`src/rtl/swsd_pkg.sv`:
```
// swsd_pkg: shared sizes, codes and types of the split work-stealing deque
// depends on nothing; used by every module of the block but swsd_ram by scoped names
`timescale 1ns / 1ps
`default_nettype none

package swsd_pkg;

    localparam int DEPTH    = 1024;
    localparam int HANDLE_W = 32;
    localparam int ADDR_W   = $clog2(DEPTH);
    localparam int FUNC_W   = 2;
    localparam int STATUS_W = 3;

    typedef logic [ADDR_W-1:0]   t_idx;
    typedef logic [HANDLE_W-1:0] t_handle;
    typedef logic [FUNC_W-1:0]   t_func;
    typedef logic [STATUS_W-1:0] t_status;

    localparam t_idx IDX_ONE  = t_idx'(1);
    localparam t_idx IDX_LAST = t_idx'(DEPTH - 1);

    localparam t_func FUNC_PUSH   = 2'd0;
    localparam t_func FUNC_POP    = 2'd1;
    localparam t_func FUNC_STEAL  = 2'd2;
    localparam t_func FUNC_EXPOSE = 2'd3;

    localparam t_status ST_DONE     = 3'd0;
    localparam t_status ST_JOB      = 3'd1;
    localparam t_status ST_EMPTY    = 3'd2;
    localparam t_status ST_PRIVATE  = 3'd3;
    localparam t_status ST_OVERFLOW = 3'd4;

    // slot access and answer for one operation
    typedef struct packed {
        logic    ram_en;
        logic    ram_we;
        t_idx    addr;
        t_status status;
        logic    targeted;
    } t_op;

endpackage

`default_nettype wire

```
`src/rtl/swsd_ctrl.sv`:
```
// swsd_ctrl: top, public-bottom and bottom pointers, targeted mark, and the
// per-operation decision; depends on swsd_pkg
`timescale 1ns / 1ps
`default_nettype none

module swsd_ctrl (
    input  wire logic             i_clk,
    input  wire logic             i_rst_n,
    input  wire logic             i_accept,
    input  wire swsd_pkg::t_func  i_func,
    output swsd_pkg::t_op         o_op
);

    swsd_pkg::t_idx r_bot, r_pub, r_top;
    swsd_pkg::t_idx n_bot, n_pub, n_top;
    logic           r_targeted, n_targeted;
    swsd_pkg::t_idx pub_m1;
    swsd_pkg::t_op  op;

    assign pub_m1 = r_pub - swsd_pkg::IDX_ONE;

    always_comb begin
        n_bot       = r_bot;
        n_pub       = r_pub;
        n_top       = r_top;
        n_targeted  = r_targeted;
        op.ram_en   = 1'b0;
        op.ram_we   = 1'b0;
        op.addr     = r_bot;
        op.status   = swsd_pkg::ST_DONE;
        unique case (i_func)
            swsd_pkg::FUNC_PUSH: begin
                if (r_bot >= swsd_pkg::IDX_LAST) begin
                    op.status = swsd_pkg::ST_OVERFLOW;
                end else begin
                    op.ram_en  = 1'b1;
                    op.ram_we  = 1'b1;
                    n_bot      = r_bot + swsd_pkg::IDX_ONE;
                    n_targeted = 1'b0;
                end
            end
            swsd_pkg::FUNC_POP: begin
                if (r_bot > r_pub) begin
                    n_bot     = r_bot - swsd_pkg::IDX_ONE;
                    op.ram_en = 1'b1;
                    op.addr   = n_bot;
                    op.status = swsd_pkg::ST_JOB;
                end else if (r_pub <= swsd_pkg::IDX_ONE) begin
                    n_bot      = swsd_pkg::IDX_ONE;
                    n_pub      = swsd_pkg::IDX_ONE;
                    n_top      = swsd_pkg::IDX_ONE;
                    n_targeted = 1'b1;
                    op.status  = swsd_pkg::ST_EMPTY;
                end else if (pub_m1 > r_top) begin
                    n_bot      = pub_m1;
                    n_pub      = pub_m1;
                    n_targeted = 1'b0;
                    op.ram_en  = 1'b1;
                    op.addr    = pub_m1;
                    op.status  = swsd_pkg::ST_JOB;
                end else begin
                    n_bot = swsd_pkg::IDX_ONE;
                    n_pub = swsd_pkg::IDX_ONE;
                    n_top = swsd_pkg::IDX_ONE;
                    if (pub_m1 == r_top) begin
                        n_targeted = 1'b0;
                        op.ram_en  = 1'b1;
                        op.addr    = pub_m1;
                        op.status  = swsd_pkg::ST_JOB;
                    end else begin
                        n_targeted = 1'b1;
                        op.status  = swsd_pkg::ST_EMPTY;
                    end
                end
            end
            swsd_pkg::FUNC_STEAL: begin
                if (r_pub > r_top) begin
                    op.ram_en  = 1'b1;
                    op.addr    = r_top;
                    op.status  = swsd_pkg::ST_JOB;
                    n_top      = r_top + swsd_pkg::IDX_ONE;
                    n_targeted = 1'b0;
                end else if (r_pub < r_bot) begin
                    op.status = swsd_pkg::ST_PRIVATE;
                end else begin
                    op.status = swsd_pkg::ST_EMPTY;
                end
            end
            swsd_pkg::FUNC_EXPOSE: begin
                if (r_pub < r_bot) begin
                    n_pub = r_pub + swsd_pkg::IDX_ONE;
                end
            end
            default: begin
                op.status = swsd_pkg::ST_DONE;
            end
        endcase
        op.targeted = n_targeted;
    end

    always_ff @(posedge i_clk) begin
        if (!i_rst_n) begin
            r_bot      <= swsd_pkg::IDX_ONE;
            r_pub      <= swsd_pkg::IDX_ONE;
            r_top      <= swsd_pkg::IDX_ONE;
            r_targeted <= 1'b0;
        end else if (i_accept) begin
            r_bot      <= n_bot;
            r_pub      <= n_pub;
            r_top      <= n_top;
            r_targeted <= n_targeted;
        end
    end

    assign o_op = op;

endmodule

`default_nettype wire

```
`config.mk`:
```
export PLATFORM = sky130hd
export DESIGN_NAME = swsd_ctrl
export DESIGN_NICKNAME = d
export VERILOG_FILES = /design/src/rtl/swsd_pkg.sv /design/src/rtl/swsd_ctrl.sv
export SDC_FILE = /design/constraint.sdc
export NUM_CORES = 1
export LEC_CHECK = 0
export ABC_AREA = 1
export BUFFER_PORTS_ARGS = -buffer_cell sky130_fd_sc_hd__buf_2
export CAP_MARGIN = 20
export CORE_MARGIN = 5
export CORE_UTILIZATION = 40
export CTS_CLUSTER_DIAMETER = 40
export DETAILED_ROUTE_END_ITERATION = 12
export PLACE_DENSITY_LB_ADDON = 0.2
export RECOVER_POWER = 100
export SETUP_SLACK_MARGIN = 0.4
export SLEW_MARGIN = 5
export SYNTH_ARGS = -nofsm -noshare
export SYNTH_HDL_FRONTEND = slang
export SYNTH_SLANG_ARGS = --single-unit
```
`constraint.sdc`:
```
create_clock -name i_clk -period 7.9 [get_ports i_clk]
set_clock_uncertainty 0.1 [all_clocks]
set_input_delay 0.79 -clock i_clk [delete_from_list [all_inputs] [get_ports i_clk]]
set_output_delay 0.79 -clock i_clk [all_outputs]
set_load 0.005 [all_outputs]
```
## Word-level counts from Yosys, hierarchy flattened

Index checks and enable logic that the tools add are counted.
Widths: inputs -> output; s select.

- $add $sub $neg: 5
- Reduce and logical (&&, ||, !) cells: 7
- Shift operators: 0
- Bitwise gates (word level): 0
- Order comparisons: 6
- Multipliers: 0
- Div/mod/pow operators: 0
- Eq/ne operators: 9
- Muxes and demuxes: 40

Operator list:

| kind | number |
|---|---|
| $mux 10 | 13 |
| $pmux 10 s2 | 4 |
| $add 10x1->10 const B | 3 |
| $gt 10x10->1 | 3 |
| $mux 13 | 2 |
| $sub 10x1->10 const B | 2 |
| $mux 1 | 13 |
| $eq 10x10->1 | 1 |
| $ge 10x10->1 const B | 1 |
| $le 10x1->1 const B | 1 |
| $lt 10x10->1 | 1 |
| $mux 3 | 3 |
| $pmux 3 s3 | 1 |
| $ne 2x2->1 const B | 4 |
| $pmux 1 s3 | 2 |
| $reduce_bool 2->1 | 3 |
| $reduce_and 5->1 | 1 |
| $eq 2x2->1 const B | 2 |
| $mux 2 | 2 |
| $reduce_and 4->1 | 1 |
| $ne 3x3->1 const B | 1 |
| $reduce_and 3->1 | 1 |
| $eq 2x1->1 const B | 1 |
| $logic_not 2->1 | 1 |

- Memories kept: 0
- Bits in read-only memories: 0
- Output and inout port bits: 16
- Register bits after elaboration: 31
- Input bits: 5
- RAM bits: 0
- Logic and storage cells: 71
- Latch bits: 0

## Depth between registers and ports, before layout

- Depth after elaboration: 7
- Depth in mapped cells: 19
- Depth with buffers taken out: 17

## Worst setup path after synthesis

Ideal clock, no wire load.

- Path kind: register to output
- Start point: register r_pub[0]
- End point: output o_op[6] (netlist name)
- Arrival time: 2.482 ns
- Path buffers: 1
- Setup slack: 4.528 ns
- Stages on the path, launching flop included: 17
- Cells stage by stage: dfxtp_1 > inv_1 > ha_1 > nand2_1 > nor2_2 > xor2_1 > ha_1 > nand2_1 > inv_1 > a21oi_1 > nand4_1 > nand2_2 > buf_4 > o21ai_0 > nand2_1 > nand2_1 > a21oi_1

RTL lines:

| what | line | RTL |
|---|---|---|
| from (decl) | swsd_ctrl.sv:14 | `swsd_pkg::t_idx r_bot, r_pub, r_top;` |
| from (signal assigned) | swsd_ctrl.sv:104 | `r_pub <= swsd_pkg::IDX_ONE;` |
| from (signal assigned) | swsd_ctrl.sv:109 | `r_pub <= n_pub;` |
| to (decl) | swsd_ctrl.sv:11 | `output swsd_pkg::t_op o_op` |

==> summary.txt <==
outcome: finished clean
max-cap viol count: 0
ratio of cells with drive above 1 in the final layout: 0.07657
Worst EP arrival: 3810 ps
Post-CTS Resized: 0
number of diodes: 0
Clock Pin Slew Worst Setup and Hold Paths: 90 ps
initial antenna violation count: 0
max-slew violation count: 0
Placed Cells: 778
WL final: 12.56 mm
pin count of the biggest net entering global routing: 22
pwr dens: 173.3 nW/um2
Slew @ Worst Pin: 843.2 ps
final setup violation count: 0
WP buf/inv: 4
area added between synthesis and finish: 4.905%
crit path kind: register to output port
H-tree levels: 2
TritonRoute pass-1 iters: 7
hold_buf cts: 0
HP Class: register to register
Setup WS post-layout: 3196 ps
routed len/inst: 15.98 um
Port Buf Inserts: 20
Final ANT Viol Nets: 0
count of cell types in the netlist: 41
GRT overflow: 0
via/cell ratio: 5.473
DRT iter0 DRCs: 421
Hold WS: 417.0 ps
Fin. Hold Viols: 0
Synth Cell Area: 3954 um2
Vias: 4,302
CORE AREA: 9729 um2
crit path capture type: output port
# DRC: 0
clock buffer count from CTS: 5
GRT Resource Usage Total: 0.2181
clk root buf: clkbuf_8
min Tclk post-route: 4704 ps
Fillers: 1,133
critical path's top delay family: simple AND/OR/NAND/NOR gates
die width: 109.4 um
Placement Setup Slack: 3806 ps
Critical Path Start Type: register
Crit path largest cell delay: 410 ps
global-route wire length before repair: 20.43 mm
Synthesis Warnings: 0
routability cong.: 0.9067
vias in the first global route: 3,984
CP max stage cell: dfxtp_1
clk buf depth: 2
Crit path required time: 7010 ps
# clock sinks: 31
die area: 11,970 um2
postcts setup bufs: 0
sequential fraction of the synthesis area: 0.1570
FP Rows: 36
initial core utilization: 0.4064
Final Non-Filler Cells: 786
Leakage: 1.915 nW
Die Span Y: 109.4 um
worst skew pair latency: 300 ps
Max FO, Critical Path: 13
Post-Synthesis Cells: 649
I/O Pins: 21
Fmax: 212.6 MHz
TritonCTS clock tree: yes
Slew HR: 0.4373
Avg Cell Area, Syn: 6.092 um2
VDD IR max: 0.09030 mV
Syn Nets: 694
Final TNS setup: 0 ps
Seq cells post-synth: 31
ordered list of cells on the worst path: inv_1, ha_1, nand2_1, nor2_1, xor2_1, ha_1, nand2_1, inv_1, a21oi_1, nand4_1, nand2_1, inv_1, o21ai_0, a31oi_1, clkbuf_2
Final HPWL DP: 9.647 mm
RSZ-0062 raised after global routing: false
Final Net Count: 697
final worst-path cycle share: 0.5954
stage by stage:
stage / instance area [um2] / power (mW) / util
after CTS: 4180 / 0.7147 / 0.4297
after global placement: 4063 / 0.5371 / 0.4176
after detailed placement: 4063 / 0.5399 / 0.4176
after floorplan: 3954 / 0.4589 / -
after global routing: 4148 / 0.7719 / 0.4263
final: 4148 / 0.7188 / 0.4263
report_power, final:
group	total, mW	switching, mW	internal, mW
sequential	0.182	0.0183	0.164
combinational	0.360	0.252	0.108
clock	0.177	0.0744	0.102
state kept, by name, indices dropped and copies added, names as in the netlist:
name,flops
r_bot,10
r_pub,10
r_top,10
r_targeted,1
tightest hold or removal path, cell delays in order (launching register included):
cell and delay [ps]:
dfxtp_1 350, nand2_1 80, a21oi_1 50
synth_stat cells, drive strengths merged:
| cell | instances | share of area |
|---|---|---|
| a21o | 2 | 0.0038 |
| a21oi | 48 | 0.061 |
| a31oi | 1 | 0.0016 |
| buf | 15 | 0.031 |
| clkbuf | 9 | 0.0089 |
| clkinv | 3 | 0.0028 |
| dfxtp | 31 | 0.16 |
| ha | 40 | 0.13 |
| inv | 74 | 0.070 |
| nand2 | 174 | 0.17 |
| nand3 | 62 | 0.091 |
| nand3b | 1 | 0.0019 |
| nand4 | 16 | 0.031 |
| nor2 | 89 | 0.099 |
| nor2b | 1 | 0.0016 |
| nor3 | 9 | 0.014 |
| nor3b | 1 | 0.0019 |
| nor4 | 3 | 0.0063 |
| o211ai | 5 | 0.011 |
| o21ai | 36 | 0.046 |
| o21bai | 1 | 0.0019 |
| or2 | 1 | 0.0016 |
| xnor2 | 3 | 0.0066 |
| xor2 | 24 | 0.053 |
cell type report:
class,instances,area (um2),area share
clock buffer,6,82.58,0.01991
tap,133,166.4,0.04012
multi-input combinational,517,2870,0.6920
inverter,77,289.0,0.06968
timing repair buffer,20,83.83,0.02021
clock inverter,2,35.03,0.008446
sequential,31,620.6,0.1496
worst paths after layout:
| kind | slack, ps | endpoint | cells after the start | startpoint |
|---|---|---|---|---|
| worst max-delay path | 3200 | o_op[15] | 15 | r_pub[0]$_SDFFE_PN1P_ |
| worst min-delay path | 420 | r_top[8]$_SDFFE_PN0P_ | 2 | r_top[8]$_SDFFE_PN0P_ |
| worst max register to register | 4180 | r_bot[9]$_SDFFE_PN0P_ | 14 | r_pub[0]$_SDFFE_PN1P_ |
| worst min register to register | 420 | r_top[8]$_SDFFE_PN0P_ | 2 | r_top[8]$_SDFFE_PN0P_ |
routing by layer:
metal / share of wire / track usage
met5: 0 / 0
met4: 0.026 / 0.06589
met3: 0.074 / 0.02584
met2: 0.45 / 0.3522
met1: 0.45 / 0.3035
cell families (layout without fill, tap and decap cells):
kind of cell / after synthesis / count (layout) / synth area share
AO/OA/AOI/OAI: 93 / 93 / 0.1244
XOR/XNOR: 27 / 27 / 0.05981
adder cells (fa/ha/maj): 40 / 40 / 0.1266
buffers and inverters: 101 / 105 / 0.1130
flip-flops: 31 / 31 / 0.1570
AND/OR/NAND/NOR: 357 / 357 / 0.4193
layout by cell type (no fill, tap or decap), types with 6 or more instances in the layout:
cell	n
nand2_1	168
nor2_1	80
inv_1	66
nand3_1	55
a21oi_1	48
ha_1	40
o21ai_0	33
dfxtp_1	31
xor2_1	24
nand4_1	15
clkbuf_1	13
inv_2	8
nor3_1	7
clkbuf_8	6
buf_2	6
Power figures use the tool's default switching activity.
